<file path="config.mk">
export PLATFORM = sky130hd
export DESIGN_NAME = rbsi_merge
export DESIGN_NICKNAME = d
export VERILOG_FILES = /design/src/sv/rbsi_pkg.sv /design/src/sv/rbsi_merge.sv
export SDC_FILE = /design/constraint.sdc
export NUM_CORES = 1
export LEC_CHECK = 0
export ABC_AREA = 1
export BUFFER_PORTS_ARGS = -buffer_cell sky130_fd_sc_hd__buf_2
export CORE_MARGIN = 2
export CORE_UTILIZATION = 50
export DETAILED_ROUTE_END_ITERATION = 8
export PLACE_DENSITY_LB_ADDON = 0.15
export SYNTH_ARGS = -nofsm -noshare
export SYNTH_HDL_FRONTEND = slang
export SYNTH_SLANG_ARGS = --single-unit
</file>
<file path="constraint.sdc">
create_clock -name vclk -period 20.8
set_clock_uncertainty 0.2 [all_clocks]
set_input_delay 1.04 -clock vclk [all_inputs]
set_output_delay 1.04 -clock vclk [all_outputs]
set_load 0.05 [all_outputs]
</file>
<file path="src/sv/rbsi_pkg.sv">
// shared constants and types for the ray box slab test
package rbsi_pkg;

  localparam int unsigned CoordBitsDef = 32;
  localparam int unsigned FracBits     = 16;
  localparam int unsigned NumAxes      = 3;
  localparam int unsigned NumRegs      = 6;
  localparam int unsigned RegIdxBits   = 3;

  typedef enum logic [RegIdxBits-1:0] {
    REG_MIN_X = 3'd0,
    REG_MIN_Y = 3'd1,
    REG_MIN_Z = 3'd2,
    REG_MAX_X = 3'd3,
    REG_MAX_Y = 3'd4,
    REG_MAX_Z = 3'd5
  } reg_idx_e;

  // per-lane status handed to the merge stage
  typedef struct packed {
    logic flat;     // direction component was zero
    logic outside;  // flat and origin outside the slab
  } lane_stat_t;

endpackage

</file>
<file path="src/sv/rbsi_merge.sv">
// merge stage: narrow the interval across the three lanes
module rbsi_merge import rbsi_pkg::*; #(
  parameter int unsigned CoordBits = CoordBitsDef
) (
  input  logic signed [CoordBits-1:0] t0_i,
  input  logic signed [CoordBits-1:0] t1_i,
  input  logic signed [CoordBits-1:0] tn_i [NumAxes],
  input  logic signed [CoordBits-1:0] tf_i [NumAxes],
  input  lane_stat_t                  stat_i [NumAxes],
  output logic                        hit_o,
  output logic signed [CoordBits-1:0] t_enter_o,
  output logic signed [CoordBits-1:0] t_exit_o
);

  // axes in order, the interval checked after each
  always_comb begin
    logic signed [CoordBits-1:0] a, b;
    logic miss;
    a = t0_i;
    b = t1_i;
    miss = 1'b0;
    for (int i = 0; i < NumAxes; i++) begin
      if (stat_i[i].outside) miss = 1'b1;
      if (!stat_i[i].flat) begin
        if (tn_i[i] > a) a = tn_i[i];
        if (tf_i[i] < b) b = tf_i[i];
      end
      if (a > b) miss = 1'b1;
    end
    hit_o     = !miss;
    t_enter_o = miss ? '0 : a;
    t_exit_o  = miss ? '0 : b;
  end

endmodule
</file>
==> Yosys cells after proc, flatten, opt, wreduce, memory -nomap -nowiden <==
Index checks and enable logic that the tools add are counted.
{ "totals": {"regBits": 0, "out_inout_bits": 65} }
{ "op_classes": {"n_reduce_logical": 1, "muxes": 20, "magnitude_cmp": 9} }
{ "ops": {"columns": ["operator", "n"], "rows": [
  ["$mux W32", 14],
  ["$gt A32 B32 Y1", 6],
  ["$lt A32 B32 Y1", 3],
  ["$mux W1", 6],
  ["$logic_not A1 Y1", 1]
]} }

==> Depth between registers and ports, before layout <==
Gate-level depths: netlist of the first run.
{ "depth": {"word_depth": 12, "depth_mapped": 66} }

==> Least setup slack after synthesis of the first run <==
OpenSTA, ideal clock, no wires.
{ "synth_path": {"path_type": "input -> output", "startpoint": "input t0_i[23]", "endpoint": "output t_enter_o[10]", "path_buffers": 4, "slack_ns": 9.089, "cell_stages": 54, "required_ns": 19.560, "arrival_time_ns": 10.471, "path_cell_list": "inv_1 ha_1 nand2_1 inv_1 a221oi_1 o21a_1 o211ai_1 o31ai_4 clkbuf_1 nand2_1 o21ai_0 ha_1 a21oi_1 o21ai_0 a21oi_1 nor2_1 o211ai_1 a21oi_1 [18 not listed] inv_1 ha_1 a21oi_1 o21ai_0 a21oi_1 nor2_1 o21ai_0 a21oi_1 a2111oi_0 o21ai_0 nand2_1 o21ai_0 o31ai_1 nand2_1 nor3b_1 inv_2 clkbuf_1 nor2_1"} }
{ "synth_via": {"elab_chain_len": 12} }
{ "synth_rtl": {"columns": ["item", "line", "source"], "rows": [
  ["start: declaration", "rbsi_merge.sv:5", "input logic signed [CoordBits-1:0] t0_i,"],
  ["$gt A32 B32 Y1", "rbsi_merge.sv:25", "if (tn_i[i] > a) a = tn_i[i];"],
  ["$mux W32", "rbsi_merge.sv:25", null],
  ["$mux W32 (*)", "rbsi_merge.sv:24", "if (!stat_i[i].flat) begin"],
  ["$gt A32 B32 Y1", "rbsi_merge.sv:25", null],
  ["$mux W32", "rbsi_merge.sv:25", null],
  ["$mux W32", "rbsi_merge.sv:24", null],
  ["$gt A32 B32 Y1", "rbsi_merge.sv:25", null],
  ["$mux W32", "rbsi_merge.sv:25", null],
  ["$mux W32", "rbsi_merge.sv:24", null],
  ["$gt A32 B32 Y1", "rbsi_merge.sv:28", "if (a > b) miss = 1'b1;"],
  ["$mux W1", "rbsi_merge.sv:28", null],
  ["$mux W32 (*)", "rbsi_merge.sv:31", "t_enter_o = miss ? '0 : a;"],
  ["end: declaration", "rbsi_merge.sv:11", "output logic signed [CoordBits-1:0] t_enter_o,"]
]} }
Mark *: on every way between the ends. The rest lies on a longest branch, timed or not.

==> Worst setup path in the final report of the first run <==
{ "layout_path": {"startpoint": "input t0_i[3]", "endpoint": "output t_exit_o[17]"} }
{ "layout_via": {"elab_chain_len": 12} }
{ "layout_rtl": {"columns": ["item", "line", "source"], "rows": [
  ["$gt A32 B32 Y1", "rbsi_merge.sv:25", null],
  ["$mux W32", "rbsi_merge.sv:25", null],
  ["$mux W32 (*)", "rbsi_merge.sv:24", null],
  ["$gt A32 B32 Y1", "rbsi_merge.sv:25", null],
  ["$mux W32", "rbsi_merge.sv:25", null],
  ["$mux W32", "rbsi_merge.sv:24", null],
  ["$gt A32 B32 Y1", "rbsi_merge.sv:25", null],
  ["$mux W32", "rbsi_merge.sv:25", null],
  ["$mux W32", "rbsi_merge.sv:24", null],
  ["$gt A32 B32 Y1", "rbsi_merge.sv:28", null],
  ["$mux W1 (*)", "rbsi_merge.sv:28", null],
  ["$mux W32 (*)", "rbsi_merge.sv:32", "t_exit_o = miss ? '0 : b;"],
  ["end: declaration", "rbsi_merge.sv:12", "output logic signed [CoordBits-1:0] t_exit_o"]
]} }
Marked as above.

==> summary.md, run 1 <==
| Metric | Value |
|---|---|
| Status | finished, final reports clean |
| Power per Cell Area | 57.9 mW/mm² |
| Synth-to-Final Area Change | 18.4% |
| Routability congestion estimate | 1.00 |
| Most frequent cell after synthesis | nand2_1 |
| Post-synth top area share | 36.5% |
| Dpl cell area | 0.0115 mm² |
| Syn Nets | 2179 |
| First-pass GRT wire length | about 51000 µm |
| Combinational Power Share | 100.0% |
| PostCTS Resize Cnt | 0 |
| Peak Freq | around 70 MHz |
| Leak | approximately 7.1 nW |
| Hold Vio Cnt, Final | 0 |
| Largest net degree at the start of global routing | 65 |
| Via density | roughly 5.4 |
| Setup Buffers After CTS | 0 |
| Chip width | 143 µm |
| Die Height | approximately 140 µm |
| Cell row count | 50 |
| Initial antenna violation count | 5 |
| Setup violators final | 0 |
| Vias in the first global route | between 10000 and 15000 |
| Drt drc | 0 |
| Worst Hold Path Cells | 5 |
| Layout cells sized above 1 | 21.6% |
| Synthesized netlist cell count | 1634 |
| WL per Instance | 15.3 µm |
| Antenna viol nets, final | 0 |
| Hold Crit Class | input port to output port |
| Avg Inst Size Synth | 5.93 µm² |
| Cell Area, Synth | 0.00969 mm² |
| DR iter-0 viols | around 660 |
| Tmin final | 13.95 ns |
| Metal3 WL | 2530 µm |
| Initial Util | 51.5% |
| Post-DP HPWL | between 30000 and 40000 µm |
| Crit share post-route | about two thirds |
| CP startpoint kind | input port |
| Via count | around 12000 |
| CP dominant cell by count | nand2_1 |
| # port buffers | 327 |
| Final WL | around 33000 µm |
| Worst path required time | 19.56 ns |
| Gr ovfl total | 0 |
| Crit Path Class | input port to output port |
| Die Area | 0.0205 mm² |
| Sequential cell area | 0 µm² |
| Cell area after layout | 0.0115 mm² |
| Syn. warnings | 0 |
| Critical Path Source | t0_i[3] |
| Slew Viols, Final | 0 |
| Worst EP arrival | ~13 ns |
| Critical Path Fanout Max | 64 |
| Commonest cells in the netlist | nand2_1, ha_1, inv_1, a21oi_1, o21ai_0 |
| Endpoint type of the worst setup path | output port |
| Final design utilization | 60.9% |
| Unrepaired setup endpoints after global routing | false |
| Clk pwr share | 0% |
| CP endpoint | t_exit_o[17] |
| Post-route insts no fill | 2180 |
| Max Used Layer | met4 |
| Routed met2 length | 14800 µm |
| Slew HR | around a third |
| Max incr delay on CP | 0.82 ns |
| Switching power | roughly 0.43 mW |
| Clock buffer cells | 0 |
| Synth area leader | ha_1 |
| Placeable Area | 0.0188 mm² |
| Sequential cells | 0 |
| # placed instances | around 2200 |
| Switching Share | 64.8% |
| Synth unique cells | 47 |
| Critical-path top delay cell | nor4_1 |
| Setup tns final | 0 ns |
| Internal power | 0.234 mW |
| I/O Pins | ~330 |
| Nets | between 2000 and 2500 |
| Part of the power in registers | 0% |
| Hold buffers post-CTS | 0 |
| Worst-Margin Slew | 0.985 ns |
| Synth top area cells | ha_1, nand2_1, inv_1 |
| Drt pass-1 iters | 5 |
| Met1 WL | between 15000 and 20000 µm |
| Number of max-cap violations | 0 |
| GR Util All Layers | a little under a third |
| Seq/Total Area, Yosys | 0% |
| Peak supply drop | 22.7 µV |
-- cell usage in the layout, fill, tap and decap left out, drive strengths merged, types with 13 or more instances in the layout --
cell type	instances
a211oi	15
a21oi	130
buf	331
ha	283
inv	251
nand2	445
nand3	54
nand4	66
nor2	110
nor3	13
o21ai	126
or2	33
-- power groups by stage --
stage / logic [mW] / clock network (mW) / registers [mW]
6_report: 0.665 / 0.0000000387 / 0
4_1_cts: 0.656 / 0 / 0
3_3_place_gp: 0.639 / 0 / 0
2_1_floorplan: 0.481 / 0 / 0
3_5_place_dp: 0.652 / 0 / 0
5_1_grt: 0.757 / 0.0000000257 / 0
-- critical path: cells and delay by family --
family / cells / cell delay (ns)
buffers and inverters: 9 / 2.23
AO/OA/AOI/OAI: 23 / 3.79
adder cells (fa/ha/maj): 4 / 1.24
XOR/XNOR: 2 / 0.32
AND/OR/NAND/NOR: 19 / 4.00
-- through the flow --
stage,setup slack [ns],power (mW),hold slack (ns)
2_1_floorplan,9.09,0.481,2.15
3_3_place_gp,7.32,0.639,2.35
3_5_place_dp,7.11,0.652,2.37
4_1_cts,7.09,0.656,2.37
5_1_grt,5.99,0.757,2.40
6_report,6.85,0.665,2.36
-- final cells by class --
cell class	count	area (µm²)
antenna	6	15.0
inverter	252	946
tap	260	325
multi-input combinational	1331	8520
timing repair buffer	331	1670
fill	1912	7360
-- worst min-delay path by stage --
stage / start / to / slack, ns
after floorplan: stat_i[0] / hit_o / 2.15
after global placement: stat_i[0] / hit_o / 2.35
after detailed placement: stat_i[0] / hit_o / 2.37
after CTS: stat_i[0] / hit_o / 2.37
after global routing: stat_i[0] / hit_o / 2.40
final: stat_i[0] / hit_o / 2.36
-- per-layer routing --
layer / up-vias / track usage [%]
met5: - / 0
met4: 0 / 7.02
met3: 50 / 2.62
met2: 478 / 52.1
met1: 5057 / 42.8
li1: 6092 / -
-- cell families after synthesis --
logic type / share of synthesized area (%)
mux: 0.103
simple gates: 33.1
buf+inv: 12.1
compound gates: 17.7
fa+ha+maj: 36.5
xor+xnor: 0.439
(Power assumes the default switching activity.)
==> inputs of run 2 (changes only) <==
--- a/config.mk
+++ b/config.mk
@@ -5,7 +5,7 @@
 export SDC_FILE = /design/constraint.sdc
 export NUM_CORES = 1
 export LEC_CHECK = 0
-export ABC_AREA = 1
+export ABC_AREA = 0
 export BUFFER_PORTS_ARGS = -buffer_cell sky130_fd_sc_hd__buf_2
 export CORE_MARGIN = 2
 export CORE_UTILIZATION = 50
==> constraint.sdc (replaced) <==
create_clock -name vclk -period 13
set_clock_uncertainty 0.2 [all_clocks]
set_input_delay 0.65 -clock vclk [all_inputs]
set_output_delay 0.65 -clock vclk [all_outputs]
set_load 0.05 [all_outputs]
==> run 2 against run 1 <==
  * Power is 79% higher
  * Wire length is 23% higher
  * Critical endpoint is now t_enter_o[4]
  * Worst setup slack worse by 6.4 ns
  * Critical path type unchanged
==> summary.md, run 2 <==
| Metric | Value |
|---|---|
| Synthesized netlist cell count | about 1400 |
| Endpoint type of the worst setup path | output port |
| Via count | 12901 |
| Synth unique cells | 62 |
| First-pass GRT wire length | 61700 µm |
| Power per Cell Area | roughly 90 mW/mm² |
| Via density | 6.10 |
| Cell row count | 52 |
| Routability congestion estimate | around 0.97 |
| Worst-Margin Slew | 0.753 ns |
| Vias in the first global route | 12443 |
| Critical-path top delay cell | or4_4 |
| Most frequent cell after synthesis | ha_1 |
| GR Util All Layers | about a third |
| Commonest non-fill, non-tap cell in the layout | buf_2 |
| Max incr delay on CP | 0.56 ns |
| Die Area | approximately 0.022 mm² |
| Post-synth top area share | 34.5% |
| Sequential cells | 0 |
| Max Used Layer | met4 |
| Setup tns final | 0 ns |
| Initial antenna violation count | 1 |
| Antenna viol nets, final | 0 |
| Clock buffer cells | 0 |
| Crit share post-route | 96.4% |
| Final WL | between 40000 and 50000 µm |
| Leak | between 7 and 8 nW |
| Slew HR | 49.3% |
| Initial Util | 50.9% |
| Gr ovfl total | 0 |
| Hold Vio Cnt, Final | 0 |
| Chip width | 147 µm |
| Setup violators final | 0 |
| Cell area after layout | 0.0135 mm² |
| Commonest cells in the netlist | ha_1, inv_1, nand2_1, nor3_1, nor2_1 |
| DP Worst Slack | -0.142 ns |
| Antenna cell count | 0 |
| Metal3 WL | roughly 2700 µm |
| Placeable Area | 0.0202 mm² |
| Nets | 2392 |
| Peak supply drop | 50.0 µV |
| Dpl cell area | 0.0131 mm² |
| Seq/Total Area, Yosys | 0% |
| Tmin final | ~13 ns |
| Synth-to-Final Area Change | 31.5% |
| Met1 WL | 16800 µm |
| Critical Path Fanout Max | 36 |
| Commonest non-fill, non-tap cells in the layout | buf_2, ha_1, buf_4 |
| Syn Nets | 1980 |
| Drt drc | 0 |
| Hold Crit Class | input port to output port |
| Synth top area cells | ha_1, mux2i_1, nor3_1 |
| Post-DP HPWL | roughly 35000 µm |
| CP dominant cell by count | buf_4 |
| Final WS setup | 0.473 ns |
| Drt pass-1 iters | 5 |
| Syn. warnings | 0 |
| Status | finished, final reports clean |
| Worst path required time | 12.15 ns |
| DR iter-0 viols | about 730 |
| WL per Instance | 19.3 µm |
| Slew Viols, Final | 0 |
| Die Height | around 150 µm |
| Crit Path Class | input port to output port |
| Routed met2 length | 19600 µm |
| CP startpoint kind | input port |
| Number of max-cap violations | 0 |
| Hold Slack | 1.67 ns |
| Cell Area, Synth | roughly 0.010 mm² |
| Worst EP arrival | 11.68 ns |
| Sequential cell area | 0 µm² |
| Largest net degree at the start of global routing | 56 |
| Layout cells sized above 1 | 31.3% |
| Hold buffers post-CTS | 0 |
| I/O Pins | 327 |
| Synth area leader | ha_1 |
| Peak Freq | between 70 and 80 MHz |
| # port buffers | 327 |
| Avg Inst Size Synth | ~7 µm² |
-- run 2: changes by cell type after synthesis, moves of 19 or more --
cell     delta
a21oi_1    -64
nand3_1    -30
nand4_1    -20
o21ai_0    -38
a21o_1     +43
nand2_1   -316
nor2_1     -19
mux2i_1    +62
inv_1      -87
a31oi_1    +35
o31a_1     +34
inv_2      -30
nor3_1     +91
-- run 2: stage by stage --
stage                     instances  power (mW)  util (%)
after floorplan                1435       0.702         -
after global placement         2106        1.09      65.1
after detailed placement       2106        1.11      65.1
after CTS                      2106        1.12      65.1
after global routing           2115        1.30      66.9
final                          2115        1.19      66.9
-- run 2: per-layer routing --
| layer | GRT usage, % | vias up |
|---|---|---|
| met5 | 0 | - |
| met4 | 14.1 | 0 |
| met3 | 2.89 | 116 |
| met2 | 63.9 | 615 |
| met1 | 42.9 | 5915 |
| li1 | - | 6255 |
-- run 2: logic make-up (layout without fill, tap and decap cells) --
family,Yosys count,after routing,synth area share (%)
adder cells (fa/ha/maj),283,283,34.5
multiplexers,66,66,6.47
XOR/XNOR,3,3,0.256
AO/OA/AOI/OAI,374,374,25.5
buffers and inverters,196,605,7.68
AND/OR/NAND/NOR,513,514,25.6
-- run 2: worst paths after layout --
path              startpoint       endpoint  slack, ns  depth (start not counted)
setup / recovery    t1_i[26]   t_enter_o[4]       0.47                         51
hold / removal      tn_i[49]  t_enter_o[17]       1.67                          4
-- run 2: cell type report --
type,instances,area [µm²]
fillers,1878,6670
inverters,135,507
multi-input cells,1240,9790
well taps,270,338
repair buffers,470,2870
-- run 2: worst max-delay path, delay by kind of cell --
family | cells | cell delay, ns
AND/OR/NAND/NOR | 13 | 2.88
multiplexers | 1 | 0.17
buffers and inverters | 11 | 1.87
AO/OA/AOI/OAI | 22 | 4.87
adder cells (fa/ha/maj) | 4 | 1.20
-- run 2: what timing repair did --
action,CTS,global route
setup endpoints to repair,46,65
pin swaps,1,11
cloned,0,1
endpoints found under the hold margin,0,0
buffers inserted,0,8
resized for setup,2,85
-- run 2: report_power, final --
group	switching (mW)	total [mW]	internal (mW)
Combinational	0.681	1.19	0.506
Clock	0	0	0
Sequential	0	0	0
==> inputs of run 3 (changes only) <==
==> constraint.sdc (replaced) <==
create_clock -name vclk -period 10.9
set_clock_uncertainty 0.2 [all_clocks]
set_input_delay 0.545 -clock vclk [all_inputs]
set_output_delay 0.545 -clock vclk [all_outputs]
set_load 0.05 [all_outputs]
==> run 3 against run 2 <==
  * The run now fails in global routing
  * Synthesized cell count stayed put
  * Synthesized area did not move
==> summary.md, run 3 <==
| Metric | Value |
|---|---|
| Synthesized netlist cell count | 1435 |
| Vias in the first global route | 20573 |
| Initial Util | about 50% |
| First-pass GRT wire length | 116000 µm |
| Most frequent cell after synthesis | ha_1 |
| I/O Pins | 327 |
| Synth unique cells | 62 |
| GR Util All Layers | 69.8% |
| Cell row count | 52 |
| Syn. warnings | 0 |
| Routability congestion estimate | 1.02 |
| Die Height | 147 µm |
| Post-DP HPWL | between 40000 and 50000 µm |
| Synth area leader | ha_1 |
| Largest net degree at the start of global routing | 24 |
| Synth top area cells | ha_1, mux2i_1, nor3_1 |
| Fail Step | global routing |
| Commonest cells in the netlist | ha_1, inv_1, nand2_1, nor3_1, nor2_1 |
| Status | aborted with a tool error |
| Chip width | 147 µm |
| Halt Reason | [ERROR GRT-0116] Global routing finished with congestion. Check the congestion regions in the DRC Viewer. |
| Syn Nets | 1980 |
| Avg Inst Size Synth | 7.16 µm² |
| Post-synth top area share | 34.5% |
| Seq/Total Area, Yosys | 0% |
| Cell Area, Synth | around 0.010 mm² |
| # port buffers | 327 |
| Gr ovfl total | 3 |
## run 3: cells by family after synthesis
| family | Yosys count | synth area share, % |
|---|---|---|
| XOR/XNOR | 3 | 0.256 |
| buffers and inverters | 196 | 7.68 |
| adder cells (fa/ha/maj) | 283 | 34.5 |
| AND/OR/NAND/NOR | 513 | 25.6 |
| AO/OA/AOI/OAI | 374 | 25.5 |
| multiplexers | 66 | 6.47 |
## run 3: metal layers
layer / track usage [%] / overflow
met1: 65.4 / 0
met2: 93.6 / 1
met3: 51.5 / 0
met4: 73.7 / 2
met5: 7.50 / 0
## run 3: what timing repair did
action / in CTS
hold buffers: 0
gates cloned: 7
pin swaps: 76
resized for setup: 289
endpoints found under the setup margin: 65
setup buffers: 78
## run 3: stage by stage
stage                     TNS, ns  setup WS [ns]  cell area (µm²)  std cells
after CTS                  -20.28         -0.419            18800       2570
after detailed placement   -84.26          -1.40            16800       2487
after global placement     -62.74          -1.07            16800       2487
after floorplan                 0         0.0122            11200       1435
==> inputs of run 4 (changes only) <==
--- a/config.mk
+++ b/config.mk
@@ -8,7 +8,7 @@
 export ABC_AREA = 0
 export BUFFER_PORTS_ARGS = -buffer_cell sky130_fd_sc_hd__buf_2
 export CORE_MARGIN = 2
-export CORE_UTILIZATION = 50
+export CORE_UTILIZATION = 35
 export DETAILED_ROUTE_END_ITERATION = 8
 export PLACE_DENSITY_LB_ADDON = 0.15
 export SYNTH_ARGS = -nofsm -noshare
==> constraint.sdc (replaced) <==
create_clock -name vclk -period 14.17
set_clock_uncertainty 0.2 [all_clocks]
set_input_delay 0.7085 -clock vclk [all_inputs]
set_output_delay 0.7085 -clock vclk [all_outputs]
set_load 0.05 [all_outputs]
==> run 4 against run 3 <==
  * The run now ends clean
==> summary.md, run 4 (synthesized netlist as in run 2, its figures left out) <==
| Metric | Value |
|---|---|
| Status | finished, final reports clean |
| Peak supply drop | 31.0 µV |
| Commonest non-fill, non-tap cells in the layout | buf_2, ha_1, inv_1 |
| Switching Share | 58.8% |
| Vias in the first global route | 11987 |
| # fillers | about 3100 |
| Slew HR | 40.9% |
| Initial antenna violation count | 2 |
| Drt pass-1 iters | 5 |
| Hold Crit Class | input port to output port |
| Drt drc | 0 |
| Part of the power in registers | 0% |
| Sequential cell area | 0 µm² |
| CP startpoint kind | input port |
| DR iter-0 viols | 696 |
| Max incr delay on CP | between 0.6 and 0.7 ns |
| Clock buffer cells | 0 |
| Leak | 7.01 nW |
| Clk pwr share | 0% |
| Final WL | 42800 µm |
| Layout cells sized above 1 | about 28% |
| Endpoint type of the worst setup path | output port |
| Antenna viol nets, final | 0 |
| Hold Slack | between 1.5 and 2 ns |
| Synth-to-Final Area Change | 26.7% |
| Initial Util | between 30% and 40% |
| Critical Path Fanout Max | 31 |
| Via density | 5.62 |
| Peak Freq | just over 70 MHz |
| Critical-path top delay cell | or4_1 |
| Cell row count | 62 |
| Worst-Margin Slew | 0.877 ns |
| Commonest non-fill, non-tap cell in the layout | buf_2 |
| Die Height | 175 µm |
| Setup violators final | 0 |
| Number of max-cap violations | 0 |
| Tmin final | 13.93 ns |
| Hold Vio Cnt, Final | 0 |
| I/O Pins | between 300 and 400 |
| Post-DP HPWL | 37500 µm |
| Die Area | 0.0307 mm² |
| Crit Path Class | input port to output port |
| Crit share post-route | 98.3% |
| # port buffers | 327 |
| GR Util All Layers | between 20% and 30% |
| Switching power | 0.605 mW |
| Placeable Area | roughly 0.029 mm² |
| Power per Cell Area | 79.2 mW/mm² |
| Via count | about 12000 |
| Gr ovfl total | 0 |
| First-pass GRT wire length | 64500 µm |
| Nets | 2338 |
| Worst path required time | ~13 ns |
| Sequential cells | 0 |
| WL per Instance | 19.7 µm |
| Setup tns final | 0 ns |
| Routability congestion estimate | 0.991 |
| Chip width | ~180 µm |
| Slew Viols, Final | 0 |
| Largest net degree at the start of global routing | 40 |
| Internal power | 0.425 mW |
| Combinational Power Share | 100.0% |
| Worst EP arrival | approximately 13 ns |
run 4: per-layer routing:
layer  global-route usage (%)  wire, µm  share of wire (%)
met2                     49.4     21300                 50
met5                        0         0                  0
met1                     33.1     17900                 42
met4                     7.43      1290                3.0
met3                     1.84      2270                5.3
run 4: per-stage QoR:
step / total power [mW] / cells / util (%) / setup slack, ns / instance area, µm²
3_3_place_gp: 0.977 / 2160 / 44.5 / -0.147 / 12800
3_5_place_dp: 0.984 / 2160 / 44.5 / -0.219 / 12800
4_1_cts: 0.995 / 2161 / 44.6 / 0.0654 / 12800
5_1_grt: 1.14 / 2177 / 45.2 / -0.0283 / 13000
2_1_floorplan: 0.644 / 1435 / - / 1.50 / 10300
6_report: 1.03 / 2177 / 45.2 / 0.237 / 13000
run 4: power by group through the flow:
stage	clock network [mW]	logic (mW)	registers, mW
2_1_floorplan	0	0.644	0
3_3_place_gp	0	0.977	0
3_5_place_dp	0	0.984	0
4_1_cts	0	0.995	0
5_1_grt	0.0000000189	1.14	0
6_report	0.0000000189	1.03	0
run 4: area by class of cell:
class	instances	area [µm²]	area share, %
timing repair buffer	416	2400	18.5
multi-input combinational	1240	9620	73.9
antenna	2	5.00	0.0385
tap	384	480	3.69
inverter	135	507	3.90
run 4: worst paths after layout:
check,startpoint,end,slack [ns],cells past startpoint
setup / recovery,t1_i[26],t_enter_o[21],0.24,51
hold / removal,tn_i[42],t_enter_o[10],1.79,4
run 4: repair_timing:
| item | 4_1_cts | 5_1_grt |
|---|---|---|
| gates cloned | 1 | 0 |
| setup buffers | 0 | 14 |
| endpoints found under the setup margin | 58 | 65 |
| resized for setup | 3 | 13 |
| pin swaps | 1 | 4 |
| hold buffers | 0 | 0 |
run 4: critical path: cells and delay by family:
| kind | cells | cell delay, ns |
|---|---|---|
| compound gates | 24 | 5.26 |
| simple gates | 12 | 3.42 |
| buf+inv | 10 | 1.85 |
| fa+ha+maj | 4 | 1.31 |
| mux | 1 | 0.41 |
